--- config.mk ---
export PLATFORM = sky130hd
export DESIGN_NAME = sprite_rle_row_decoder_flat
export DESIGN_NICKNAME = d
export VERILOG_FILES = /design/src/rtl/core/srd_pkg.sv /design/src/rtl/core/srd_if.sv /design/src/rtl/core/srd_queue.sv /design/src/rtl/core/srd_front.sv /design/src/rtl/core/srd_back.sv /design/src/rtl/core/sprite_rle_row_decoder.sv /design/src/flat_wrapper.sv
export SDC_FILE = /design/constraint.sdc
export NUM_CORES = 2
export LEC_CHECK = 0
export BUFFER_PORTS_ARGS = -buffer_cell sky130_fd_sc_hd__buf_2
export CAP_MARGIN = 10
export CORE_MARGIN = 5
export CORE_UTILIZATION = 60
export CTS_BUF_LIST = sky130_fd_sc_hd__clkbuf_4
export CTS_CLUSTER_DIAMETER = 60
export DETAILED_ROUTE_END_ITERATION = 16
export PLACE_DENSITY = 0.86
export SYNTH_ARGS = -nofsm -noshare
export SYNTH_HDL_FRONTEND = slang
export SYNTH_SLANG_ARGS = --single-unit
--- constraint.sdc ---
create_clock -name i_clk -period 11.6 [get_ports i_clk]
set_clock_uncertainty 0.15 [all_clocks]
set_input_delay 0.58 -clock i_clk [delete_from_list [all_inputs] [get_ports i_clk]]
set_output_delay 0.58 -clock i_clk [all_outputs]
set_load 0.05 [all_outputs]
--- src/rtl/core/srd_pkg.sv ---
`timescale 1ns / 1ps
`default_nettype none

package srd_pkg;

    localparam int ADDR_BITS_DEF = 20;
    localparam int ROW_W = 16;
    localparam int COL_W = 17;
    localparam int CNT_W = 6;

    localparam int Q_DEPTH = 4;
    localparam int Q_PTR_W = 2;
    localparam int Q_CNT_W = 3;

    localparam int CFG_AW = 5;

    localparam logic [2:0] REG_MODE   = 3'd0;
    localparam logic [2:0] REG_WIDTH  = 3'd1;
    localparam logic [2:0] REG_HEIGHT = 3'd2;
    localparam logic [2:0] REG_DEST_W = 3'd3;
    localparam logic [2:0] REG_COL_B  = 3'd4;
    localparam logic [2:0] REG_ROW_B  = 3'd5;
    localparam logic [2:0] REG_TRANSP = 3'd6;

    typedef struct packed {
        logic        compressed_mode;
        logic [15:0] frame_width;
        logic [15:0] frame_height;
        logic [15:0] dest_width;
        logic [15:0] col_base;
        logic [15:0] row_base;
        logic [7:0]  transparent_index;
    } t_cfg;

    typedef struct packed {
        logic             we;
        logic [CNT_W-1:0] cnt_m1;
        logic [7:0]       value;
        logic [ROW_W-1:0] row;
        logic [COL_W-1:0] col;
        logic             fdone;
    } t_cmd;

endpackage

`default_nettype wire

--- src/rtl/core/srd_if.sv ---
`timescale 1ns / 1ps
`default_nettype none

interface srd_byte_if;
    logic       valid;
    logic       ready;
    logic [7:0] data_byte;
    logic       frame_start;

    modport source (output valid, output data_byte, output frame_start, input ready);
    modport sink (input valid, input data_byte, input frame_start, output ready);
endinterface

interface srd_pix_if #(
    parameter int ADDR_BITS = srd_pkg::ADDR_BITS_DEF
);
    logic                 valid;
    logic                 ready;
    logic                 write_enable;
    logic [ADDR_BITS-1:0] pixel_addr;
    logic [7:0]           pixel_value;
    logic                 last_of_run;
    logic                 frame_done;

    modport source (
        output valid, output write_enable, output pixel_addr, output pixel_value,
        output last_of_run, output frame_done, input ready
    );
    modport sink (
        input valid, input write_enable, input pixel_addr, input pixel_value,
        input last_of_run, input frame_done, output ready
    );
endinterface

`default_nettype wire

--- src/rtl/core/srd_queue.sv ---
`timescale 1ns / 1ps
`default_nettype none

module srd_queue (
    input  wire logic         i_clk,
    input  wire logic         i_rst_n,
    input  wire logic         i_push,
    input  srd_pkg::t_cmd     i_cmd,
    input  wire logic         i_pop,
    output srd_pkg::t_cmd     o_cmd,
    output logic              o_empty,
    output logic              o_full
);
    import srd_pkg::*;

    t_cmd               r_mem [Q_DEPTH];
    logic [Q_PTR_W-1:0] r_wr;
    logic [Q_PTR_W-1:0] r_rd;
    logic [Q_CNT_W-1:0] r_cnt;

    assign o_empty = (r_cnt == '0);
    assign o_full  = (r_cnt == Q_CNT_W'(Q_DEPTH));
    assign o_cmd   = r_mem[r_rd];

    always_ff @(posedge i_clk) begin
        if (i_push) begin
            r_mem[r_wr] <= i_cmd;
        end
    end

    always_ff @(posedge i_clk) begin
        if (!i_rst_n) begin
            r_wr  <= '0;
            r_rd  <= '0;
            r_cnt <= '0;
        end else begin
            if (i_push) begin
                r_wr <= r_wr + 1'b1;
            end
            if (i_pop) begin
                r_rd <= r_rd + 1'b1;
            end
            if (i_push && !i_pop) begin
                r_cnt <= r_cnt + 1'b1;
            end else if (!i_push && i_pop) begin
                r_cnt <= r_cnt - 1'b1;
            end
        end
    end

endmodule

`default_nettype wire

--- src/rtl/core/srd_front.sv ---
`timescale 1ns / 1ps
`default_nettype none

module srd_front (
    input  wire logic         i_clk,
    input  wire logic         i_rst_n,
    srd_byte_if.sink          i_byte,
    input  srd_pkg::t_cfg     i_cfg,
    input  wire logic         i_q_full,
    output logic              o_q_push,
    output srd_pkg::t_cmd     o_q_cmd
);
    import srd_pkg::*;

    localparam logic [2:0] PH_CNT_LO = 3'd0;
    localparam logic [2:0] PH_CNT_HI = 3'd1;
    localparam logic [2:0] PH_MASK   = 3'd2;
    localparam logic [2:0] PH_REPVAL = 3'd3;
    localparam logic [2:0] PH_LIT    = 3'd4;

    logic [2:0]       r_phase, n_phase, e_phase;
    logic [ROW_W-1:0] r_row, n_row, e_row;
    logic [COL_W-1:0] r_col, n_col, e_col;
    logic [15:0]      r_total, n_total, e_total;
    logic [16:0]      r_used, n_used, e_used;
    logic [6:0]       r_lit, n_lit, e_lit;
    logic [CNT_W-1:0] r_rep, n_rep, e_rep;
    logic             r_done, n_done, e_done;

    logic       w_accept;
    logic       w_fdone;
    logic       w_token_done;
    logic       w_end_row;
    logic [7:0] w_b;
    logic [7:0] w_v;
    t_cmd       w_cmd;

    assign i_byte.ready = ~i_q_full;
    assign w_accept     = i_byte.valid & ~i_q_full;
    assign o_q_push     = w_accept;
    assign o_q_cmd      = w_cmd;
    assign w_b          = i_byte.data_byte;
    assign w_v          = (w_b == i_cfg.transparent_index) ? 8'd0 : w_b;

    always_comb begin
        e_phase = r_phase;
        e_row   = r_row;
        e_col   = r_col;
        e_total = r_total;
        e_used  = r_used;
        e_lit   = r_lit;
        e_rep   = r_rep;
        e_done  = r_done;
        w_fdone = 1'b0;

        if (i_byte.frame_start) begin
            e_phase = PH_CNT_LO;
            e_row   = '0;
            e_col   = '0;
            e_total = '0;
            e_used  = '0;
            e_lit   = '0;
            e_rep   = '0;
            e_done  = 1'b0;
            if (i_cfg.frame_height == '0
                || (!i_cfg.compressed_mode && i_cfg.frame_width == '0)) begin
                e_done  = 1'b1;
                w_fdone = 1'b1;
            end
        end
        if (!e_done && e_row >= i_cfg.frame_height) begin
            e_done = 1'b1;
        end

        n_phase = e_phase;
        n_row   = e_row;
        n_col   = e_col;
        n_total = e_total;
        n_used  = e_used;
        n_lit   = e_lit;
        n_rep   = e_rep;
        n_done  = e_done;

        w_cmd        = '0;
        w_cmd.row    = e_row;
        w_cmd.col    = e_col;
        w_token_done = 1'b0;
        w_end_row    = 1'b0;

        if (!e_done) begin
            if (!i_cfg.compressed_mode) begin
                w_cmd.we    = 1'b1;
                w_cmd.value = w_b;
                n_col       = e_col + 1'b1;
                if (n_col >= {1'b0, i_cfg.frame_width}) begin
                    w_end_row = 1'b1;
                end
            end else begin
                case (e_phase)
                    PH_CNT_LO: begin
                        n_total = {8'd0, w_b};
                        n_phase = PH_CNT_HI;
                    end
                    PH_CNT_HI: begin
                        n_total      = {w_b, e_total[7:0]};
                        n_used       = '0;
                        n_phase      = PH_MASK;
                        w_token_done = 1'b1;
                    end
                    PH_MASK: begin
                        n_used = e_used + 1'b1;
                        if (w_b[0]) begin
                            n_col        = e_col + COL_W'(w_b[7:1]);
                            w_token_done = 1'b1;
                        end else if (w_b[1]) begin
                            n_rep   = w_b[7:2];
                            n_phase = PH_REPVAL;
                        end else begin
                            n_lit   = {1'b0, w_b[7:2]} + 7'd1;
                            n_phase = PH_LIT;
                        end
                    end
                    PH_REPVAL: begin
                        n_used       = e_used + 1'b1;
                        w_cmd.we     = 1'b1;
                        w_cmd.value  = w_v;
                        w_cmd.cnt_m1 = e_rep;
                        n_col        = e_col + COL_W'(e_rep) + 1'b1;
                        n_phase      = PH_MASK;
                        w_token_done = 1'b1;
                    end
                    default: begin
                        n_used      = e_used + 1'b1;
                        w_cmd.we    = 1'b1;
                        w_cmd.value = w_v;
                        n_col       = e_col + 1'b1;
                        if (e_lit != '0) begin
                            n_lit = e_lit - 1'b1;
                        end
                        if (n_lit == '0) begin
                            n_phase      = PH_MASK;
                            w_token_done = 1'b1;
                        end
                    end
                endcase
                if (w_token_done && n_used >= {1'b0, n_total}) begin
                    w_end_row = 1'b1;
                end
            end

            if (w_end_row) begin
                n_row   = e_row + 1'b1;
                n_col   = '0;
                n_phase = PH_CNT_LO;
                n_used  = '0;
                n_total = '0;
                if (n_row >= i_cfg.frame_height) begin
                    n_done  = 1'b1;
                    w_fdone = 1'b1;
                end
            end
        end

        w_cmd.fdone = w_fdone;
    end

    always_ff @(posedge i_clk) begin
        if (!i_rst_n) begin
            r_phase <= PH_CNT_LO;
            r_row   <= '0;
            r_col   <= '0;
            r_total <= '0;
            r_used  <= '0;
            r_lit   <= '0;
            r_rep   <= '0;
            r_done  <= 1'b0;
        end else if (w_accept) begin
            r_phase <= n_phase;
            r_row   <= n_row;
            r_col   <= n_col;
            r_total <= n_total;
            r_used  <= n_used;
            r_lit   <= n_lit;
            r_rep   <= n_rep;
            r_done  <= n_done;
        end
    end

endmodule

`default_nettype wire

--- src/rtl/core/srd_back.sv ---
`timescale 1ns / 1ps
`default_nettype none

module srd_back #(
    parameter int ADDR_BITS = srd_pkg::ADDR_BITS_DEF
) (
    input  wire logic         i_clk,
    input  wire logic         i_rst_n,
    input  srd_pkg::t_cfg     i_cfg,
    input  wire logic         i_q_empty,
    input  srd_pkg::t_cmd     i_q_cmd,
    output logic              o_q_pop,
    srd_pix_if.source         o_pix
);
    import srd_pkg::*;

    logic [16:0]          w_rsum;
    logic [32:0]          w_prod;
    logic                 w_s2_last;
    logic                 w_s2_take;
    logic                 w_s2_free;
    logic                 w_s1_free;

    logic                 r_s1_valid;
    t_cmd                 r_s1_cmd;
    logic [ADDR_BITS-1:0] r_s1_prod;

    logic                 r_s2_valid;
    logic                 r_s2_we;
    logic [CNT_W-1:0]     r_s2_left;
    logic [7:0]           r_s2_value;
    logic [COL_W-1:0]     r_s2_col;
    logic [ADDR_BITS-1:0] r_s2_base;
    logic                 r_s2_fdone;

    assign w_rsum = {1'b0, i_cfg.row_base} + {1'b0, i_q_cmd.row};
    assign w_prod = w_rsum * i_cfg.dest_width;

    assign w_s2_last = (r_s2_left == '0);
    assign w_s2_take = r_s2_valid & o_pix.ready;
    assign w_s2_free = ~r_s2_valid | (w_s2_take & w_s2_last);
    assign w_s1_free = ~r_s1_valid | w_s2_free;
    assign o_q_pop   = w_s1_free & ~i_q_empty;

    assign o_pix.valid        = r_s2_valid;
    assign o_pix.write_enable = r_s2_we;
    assign o_pix.pixel_addr   = r_s2_we ? (r_s2_base + ADDR_BITS'(r_s2_col)) : '0;
    assign o_pix.pixel_value  = r_s2_value;
    assign o_pix.last_of_run  = w_s2_last;
    assign o_pix.frame_done   = r_s2_fdone & w_s2_last;

    always_ff @(posedge i_clk) begin
        if (!i_rst_n) begin
            r_s1_valid <= 1'b0;
            r_s2_valid <= 1'b0;
        end else begin
            if (w_s1_free) begin
                r_s1_valid <= ~i_q_empty;
            end
            if (w_s2_free) begin
                r_s2_valid <= r_s1_valid;
            end
        end
    end

    always_ff @(posedge i_clk) begin
        if (o_q_pop) begin
            r_s1_cmd  <= i_q_cmd;
            r_s1_prod <= w_prod[ADDR_BITS-1:0];
        end
        if (w_s2_free && r_s1_valid) begin
            r_s2_we    <= r_s1_cmd.we;
            r_s2_left  <= r_s1_cmd.cnt_m1;
            r_s2_value <= r_s1_cmd.value;
            r_s2_col   <= r_s1_cmd.col;
            r_s2_base  <= r_s1_prod + ADDR_BITS'(i_cfg.col_base);
            r_s2_fdone <= r_s1_cmd.fdone;
        end else if (w_s2_take && !w_s2_last) begin
            r_s2_left <= r_s2_left - 1'b1;
            r_s2_col  <= r_s2_col + 1'b1;
        end
    end

endmodule

`default_nettype wire

--- src/rtl/core/sprite_rle_row_decoder.sv ---
`timescale 1ns / 1ps
`default_nettype none
// A byte is accepted whenever the four-entry command queue has room.
// Its command passes through the queue and the registered stages s1 and s2 before it reaches the output.
// A byte that writes n pixels is put out as n transfers, up to 64 for a repeat run.
// The synchronous active-low reset clears the decoder state, the queue and the
// output stages, and returns every configuration register to its reset value.

module sprite_rle_row_decoder #(
    parameter int ADDR_BITS = srd_pkg::ADDR_BITS_DEF
) (
    input  wire logic                        i_clk,
    input  wire logic                        i_rst_n,
    srd_byte_if.sink                         i_byte,
    srd_pix_if.source                        o_pix,
    input  wire logic                        psel,
    input  wire logic                        penable,
    input  wire logic                        pwrite,
    input  wire logic [srd_pkg::CFG_AW-1:0]  paddr,
    input  wire logic [31:0]                 pwdata,
    output logic      [31:0]                 prdata,
    output logic                             pready
);
    import srd_pkg::*;

    t_cfg       r_cfg;
    logic [2:0] w_idx;
    logic       w_wr;
    logic       w_push;
    logic       w_pop;
    logic       w_empty;
    logic       w_full;
    t_cmd       w_push_cmd;
    t_cmd       w_head_cmd;

    assign pready = 1'b1;
    assign w_idx  = paddr[4:2];
    assign w_wr   = psel & penable & pwrite;

    always_ff @(posedge i_clk) begin
        if (!i_rst_n) begin
            r_cfg.compressed_mode   <= 1'b1;
            r_cfg.frame_width       <= '0;
            r_cfg.frame_height      <= '0;
            r_cfg.dest_width        <= 16'd1;
            r_cfg.col_base          <= '0;
            r_cfg.row_base          <= '0;
            r_cfg.transparent_index <= 8'd9;
        end else if (w_wr) begin
            case (w_idx)
                REG_MODE:   r_cfg.compressed_mode   <= pwdata[0];
                REG_WIDTH:  r_cfg.frame_width       <= pwdata[15:0];
                REG_HEIGHT: r_cfg.frame_height      <= pwdata[15:0];
                REG_DEST_W: r_cfg.dest_width        <= pwdata[15:0];
                REG_COL_B:  r_cfg.col_base          <= pwdata[15:0];
                REG_ROW_B:  r_cfg.row_base          <= pwdata[15:0];
                REG_TRANSP: r_cfg.transparent_index <= pwdata[7:0];
                default: begin
                end
            endcase
        end
    end

    always_comb begin
        case (w_idx)
            REG_MODE:   prdata = {31'd0, r_cfg.compressed_mode};
            REG_WIDTH:  prdata = {16'd0, r_cfg.frame_width};
            REG_HEIGHT: prdata = {16'd0, r_cfg.frame_height};
            REG_DEST_W: prdata = {16'd0, r_cfg.dest_width};
            REG_COL_B:  prdata = {16'd0, r_cfg.col_base};
            REG_ROW_B:  prdata = {16'd0, r_cfg.row_base};
            REG_TRANSP: prdata = {24'd0, r_cfg.transparent_index};
            default:    prdata = '0;
        endcase
    end

    srd_front u_front (
        .i_clk    (i_clk),
        .i_rst_n  (i_rst_n),
        .i_byte   (i_byte),
        .i_cfg    (r_cfg),
        .i_q_full (w_full),
        .o_q_push (w_push),
        .o_q_cmd  (w_push_cmd)
    );

    srd_queue u_queue (
        .i_clk   (i_clk),
        .i_rst_n (i_rst_n),
        .i_push  (w_push),
        .i_cmd   (w_push_cmd),
        .i_pop   (w_pop),
        .o_cmd   (w_head_cmd),
        .o_empty (w_empty),
        .o_full  (w_full)
    );

    srd_back #(
        .ADDR_BITS (ADDR_BITS)
    ) u_back (
        .i_clk     (i_clk),
        .i_rst_n   (i_rst_n),
        .i_cfg     (r_cfg),
        .i_q_empty (w_empty),
        .i_q_cmd   (w_head_cmd),
        .o_q_pop   (w_pop),
        .o_pix     (o_pix)
    );

endmodule

`default_nettype wire
--- src/flat_wrapper.sv ---
// flat-port wrapper written by rule: the top's interface ports become plain ports
module sprite_rle_row_decoder_flat import srd_pkg::*;
#(
    parameter int ADDR_BITS = srd_pkg::ADDR_BITS_DEF
)
  (i_clk, i_rst_n, psel, penable, pwrite, paddr, pwdata, prdata, pready, i_byte_valid, i_byte_data_byte, i_byte_frame_start, i_byte_ready, o_pix_valid, o_pix_write_enable, o_pix_pixel_addr, o_pix_pixel_value, o_pix_last_of_run, o_pix_frame_done, o_pix_ready);
  srd_byte_if i_byte_i ();
  srd_pix_if #(.ADDR_BITS(ADDR_BITS)) o_pix_i ();
  input  wire logic i_clk;
  input  wire logic i_rst_n;
  input  wire logic psel;
  input  wire logic penable;
  input  wire logic pwrite;
  input  wire logic [srd_pkg::CFG_AW-1:0] paddr;
  input  wire logic [31:0] pwdata;
  output logic      [31:0] prdata;
  output logic pready;
  input wire logic [$bits(i_byte_i.valid)-1:0] i_byte_valid;
  input wire logic [$bits(i_byte_i.data_byte)-1:0] i_byte_data_byte;
  input wire logic [$bits(i_byte_i.frame_start)-1:0] i_byte_frame_start;
  output wire logic [$bits(i_byte_i.ready)-1:0] i_byte_ready;
  output wire logic [$bits(o_pix_i.valid)-1:0] o_pix_valid;
  output wire logic [$bits(o_pix_i.write_enable)-1:0] o_pix_write_enable;
  output wire logic [$bits(o_pix_i.pixel_addr)-1:0] o_pix_pixel_addr;
  output wire logic [$bits(o_pix_i.pixel_value)-1:0] o_pix_pixel_value;
  output wire logic [$bits(o_pix_i.last_of_run)-1:0] o_pix_last_of_run;
  output wire logic [$bits(o_pix_i.frame_done)-1:0] o_pix_frame_done;
  input wire logic [$bits(o_pix_i.ready)-1:0] o_pix_ready;
  assign i_byte_i.valid = i_byte_valid;
  assign i_byte_i.data_byte = i_byte_data_byte;
  assign i_byte_i.frame_start = i_byte_frame_start;
  assign i_byte_ready = i_byte_i.ready;
  assign o_pix_valid = o_pix_i.valid;
  assign o_pix_write_enable = o_pix_i.write_enable;
  assign o_pix_pixel_addr = o_pix_i.pixel_addr;
  assign o_pix_pixel_value = o_pix_i.pixel_value;
  assign o_pix_last_of_run = o_pix_i.last_of_run;
  assign o_pix_frame_done = o_pix_i.frame_done;
  assign o_pix_i.ready = o_pix_ready;
  sprite_rle_row_decoder #(.ADDR_BITS(ADDR_BITS)) u_core (.i_clk(i_clk), .i_rst_n(i_rst_n), .i_byte(i_byte_i), .o_pix(o_pix_i), .psel(psel), .penable(penable), .pwrite(pwrite), .paddr(paddr), .pwdata(pwdata), .prdata(prdata), .pready(pready));
endmodule
==> impl_metrics.tcl <==
set metrics [dict create \
    hpwl_mm 59.48 \
    max-clock-path-buffers 3 \
    drt_iter0_drc 2933 \
    stdcell_area_mm2 0.03451 \
    cp-end-kind "register" \
    die-area_mm2 0.05738 \
    power_switching_uw 2097 \
    wirelength_mm 84.45 \
    cts_tree "built" \
    post_cts_buffers 0 \
    synth.area.top_cells "edfxtp_1 (29%), dfxtp_1 (12%), fa_1 (8.8%)" \
    h-tree-depth 4 \
    power.density_mw_per_mm2 168.2 \
    die_h_um 239.5 \
    p_leak_uw 0.01362 \
    min_period_ps 9696 \
    routabilityCongestion 0.9843 \
    netlist_instances 3105 \
    synth.most_common_cell "nand2_1" \
    ys.flop_type "edfxtp_1" \
    crit_top_cell "xnor2_1" \
    hold_ws_ps 119.8 \
    hp-start "penable" \
    synth_cell_types 89 \
    final-hold-violation-count 0 \
    grt_pass1_vias 24940 \
    cp_slowest_stage_delay_ps 1010 \
    yosysTopAreaCellShare 0.2869 \
    vias_per_cell 6.195 \
    numPortBuffers 83 \
    syn_to_final_growth_pct 9.154 \
    synth-edff-count 302 \
    core_area_mm2 0.05234 \
    track_usage 0.2930 \
    ir_drop_v 0.0001457 \
    ys_warn_count 0 \
    hold_path_end "u_core.r_cfg[88]" \
    drt-pass1-iter-count 6 \
    period_share 0.8358 \
    internal-power_uw 3708 \
    synth-seq-cells 485 \
    die_w_um 239.5 \
    wire_per_inst_um 21.02 \
    rrSetupSlack_ps 1900 \
    core.rowCount 84 \
    fmax_mhz 103.1 \
    drv_slew 0 \
    synthesis.area_mm2 0.03161 \
    num_vias 24890 \
    cts_root_buf "clkbuf_4" \
    drtAntennaViolNets 0 \
    setup_violations 0 \
    grt-ovfl-total 0 \
    netSwitchingFraction 0.3612 \
    ys_seq_area_frac 0.4027 \
    rsz0062_at_grt "false" \
    grt_pass1_wl_mm 132.6 \
    cap_violations 0 \
    startpoint_type "register" \
    timing.rr.end "u_core.u_back.r_s1_prod[19]" \
    synth_common_cells "nand2_1 (422), edfxtp_1 (302), inv_1 (252), ha_1 (195), dfxtp_1 (183)" \
    async_flop_share 0 \
    clockPowerShare 0.272 \
    worst_slew_pin_slew_ps 1193 \
    antenna_found_initial 2 \
    clk_latency_ps 1020 \
    nNetsFinal 3612 \
    slowest_stage "dfxtp_4" \
    holdPathStages 6 \
    io_pins 119 \
    drive_above_1_share 0.1288 \
    start_util 0.6040 \
    setup_tns_ps 0 \
    worst-setup-path-type "register to register" \
    syn_area_per_cell_um2 10.18 \
    cp_max_fo 49 \
    post_cts_resize_count 0 \
    worstPathRequired_ps 12170 \
    fill_cells 3904 \
    cp.arrival_ps 10270 \
    pwr-share-seq 0.410 \
    clock-sinks 485 \
    reg2reg_depth 30 \
    place_area_mm2 0.03249 \
    grt_max_degree 137 \
    path_clk_slew_ps 60 \
    remaining_drc_errors 0 \
    hold_class "input port to register" \
    combinationalPowerShare 0.318 \
    cts_hold_buf 26 \
    synth.largest_area_cell "edfxtp_1" \
    slew_headroom 0.2046 \
    numCtsBuffers 130 \
    status "completed" \
]
==> power by group through the flow <==
| stage | logic, uW | clock network, uW | registers (uW) |
|---|---|---|---|
| finish | 1850 | 1580 | 2380 |
| global placement | 1730 | 0 | 2400 |
| floorplan | 1370 | 0 | 2360 |
| CTS | 1830 | 1600 | 2380 |
| global route | 1990 | 1710 | 2410 |
| detailed placement | 1810 | 0 | 2420 |
==> per-stage QoR <==
step / setup slack [ps] / util / total power [uW] / cells
CTS: 1892 / 0.6584 / 5817 / 4009
detailed placement: 1927 / 0.6207 / 4232 / 3752
finish: 1904 / 0.6593 / 5804 / 4017
global placement: 2065 / 0.6207 / 4135 / 3752
global route: 1382 / 0.6592 / 6119 / 4014
floorplan: 2213 / - / 3728 / 3120
==> flip-flops by register name (all words and copies together) (netlist names), 3 cells and up, named ones only <==
signal / flops
u_core.u_front.r_col: 17
u_core.u_front.r_phase: 3
u_core.u_front.r_rep: 6
u_core.u_front.r_row: 16
u_core.u_queue.r_cnt: 3
u_core.u_back.r_s2_base: 20
u_core.u_front.r_total: 16
u_core.u_back.r_s1_cmd: 33
u_core.u_front.r_used: 17
u_core.u_back.r_s1_prod: 20
u_core.u_back.r_s2_left: 6
u_core.u_back.r_s2_col: 17
u_core.u_queue.r_mem: 196
u_core.u_back.o_pix.pixel_value: 8
u_core.u_front.r_lit: 7
u_core.r_cfg: 89
==> cells by family (layout without fill, tap and decap cells) <==
family / count (synthesis) / after routing / share of synthesized area
compound gates: 588 / 588 / 0.1287
xor+xnor: 158 / 158 / 0.04464
fa+ha+maj: 334 / 334 / 0.1652
buf+inv: 423 / 627 / 0.05291
flops: 485 / 485 / 0.4027
mux: 97 / 97 / 0.05098
other cells: 2 / 22 / 0.0002376
simple gates: 1018 / 1018 / 0.1545
==> how the worst max path moves through the flow <==
stage,to,start
after floorplan,u_core.u_back.r_s1_prod[19],register
after global placement,u_core.u_back.r_s1_prod[19],register
after detailed placement,u_core.u_back.r_s1_prod[19],register
after CTS,u_core.u_back.r_s1_prod[19],register
after global routing,u_core.u_back.r_s1_prod[19],register
final,u_core.u_back.r_s1_prod[19],register
==> routing by layer <==
layer  GRT usage  up-vias  share of wire
met5           0        -              0
met4      0.1283        0          0.043
met3     0.07565      294           0.11
met2      0.4603     1408           0.46
met1      0.3883    12050           0.39
li1            -    11140              -
==> worst max-delay path, delay by kind of cell (launching register included) <==
kind | cells | cell delay (ps)
multiplexers | 1 | 620
XOR/XNOR | 12 | 2650
AO/OA/AOI/OAI | 3 | 630
flip-flops | 1 | 1010
buffers and inverters | 4 | 210
adder cells (fa/ha/maj) | 7 | 3170
AND/OR/NAND/NOR | 3 | 970
==> layout make-up <==
type | instances | area [um^2] | share of cell area
multi-input combinational | 2212 | 17290 | 0.5009
timing repair buffer | 143 | 949.7 | 0.02752
inverter | 253 | 949.7 | 0.02752
clock inverter | 32 | 219.0 | 0.006345
sequential | 485 | 12740 | 0.3691
tap | 688 | 860.8 | 0.02495
clock buffer | 199 | 1494 | 0.04329
antenna | 5 | 12.51 | 0.0003626
==> cell usage in the layout (no fill, tap or decap), drive strengths merged, types with 9 or more instances in the layout <==
cell type and n:
nand2 425, edfxtp 302, inv 255, clkbuf 199, ha 195, dfxtp 183, fa 139, nor2 138
and2 120, a21oi 117, buf 116, o21ai 107, xnor2 100, a21boi 94, nand3 92, nor2b 82
xor2 56, mux4 50, a21o 35, mux2i 35, nor3 34, and3 34, o21a 27, dlygate4sd3 27
nand2b 26, a22o 24, o211ai 24, clkinv 24, a22oi 20, nand4 19, conb 17, o2bb2ai 15
mux2 12, a31oi 11, a221oi 11, o22ai 10, or2 10, nor4 10, o311ai 10, or3 9
Power figures use the tool's default switching activity.
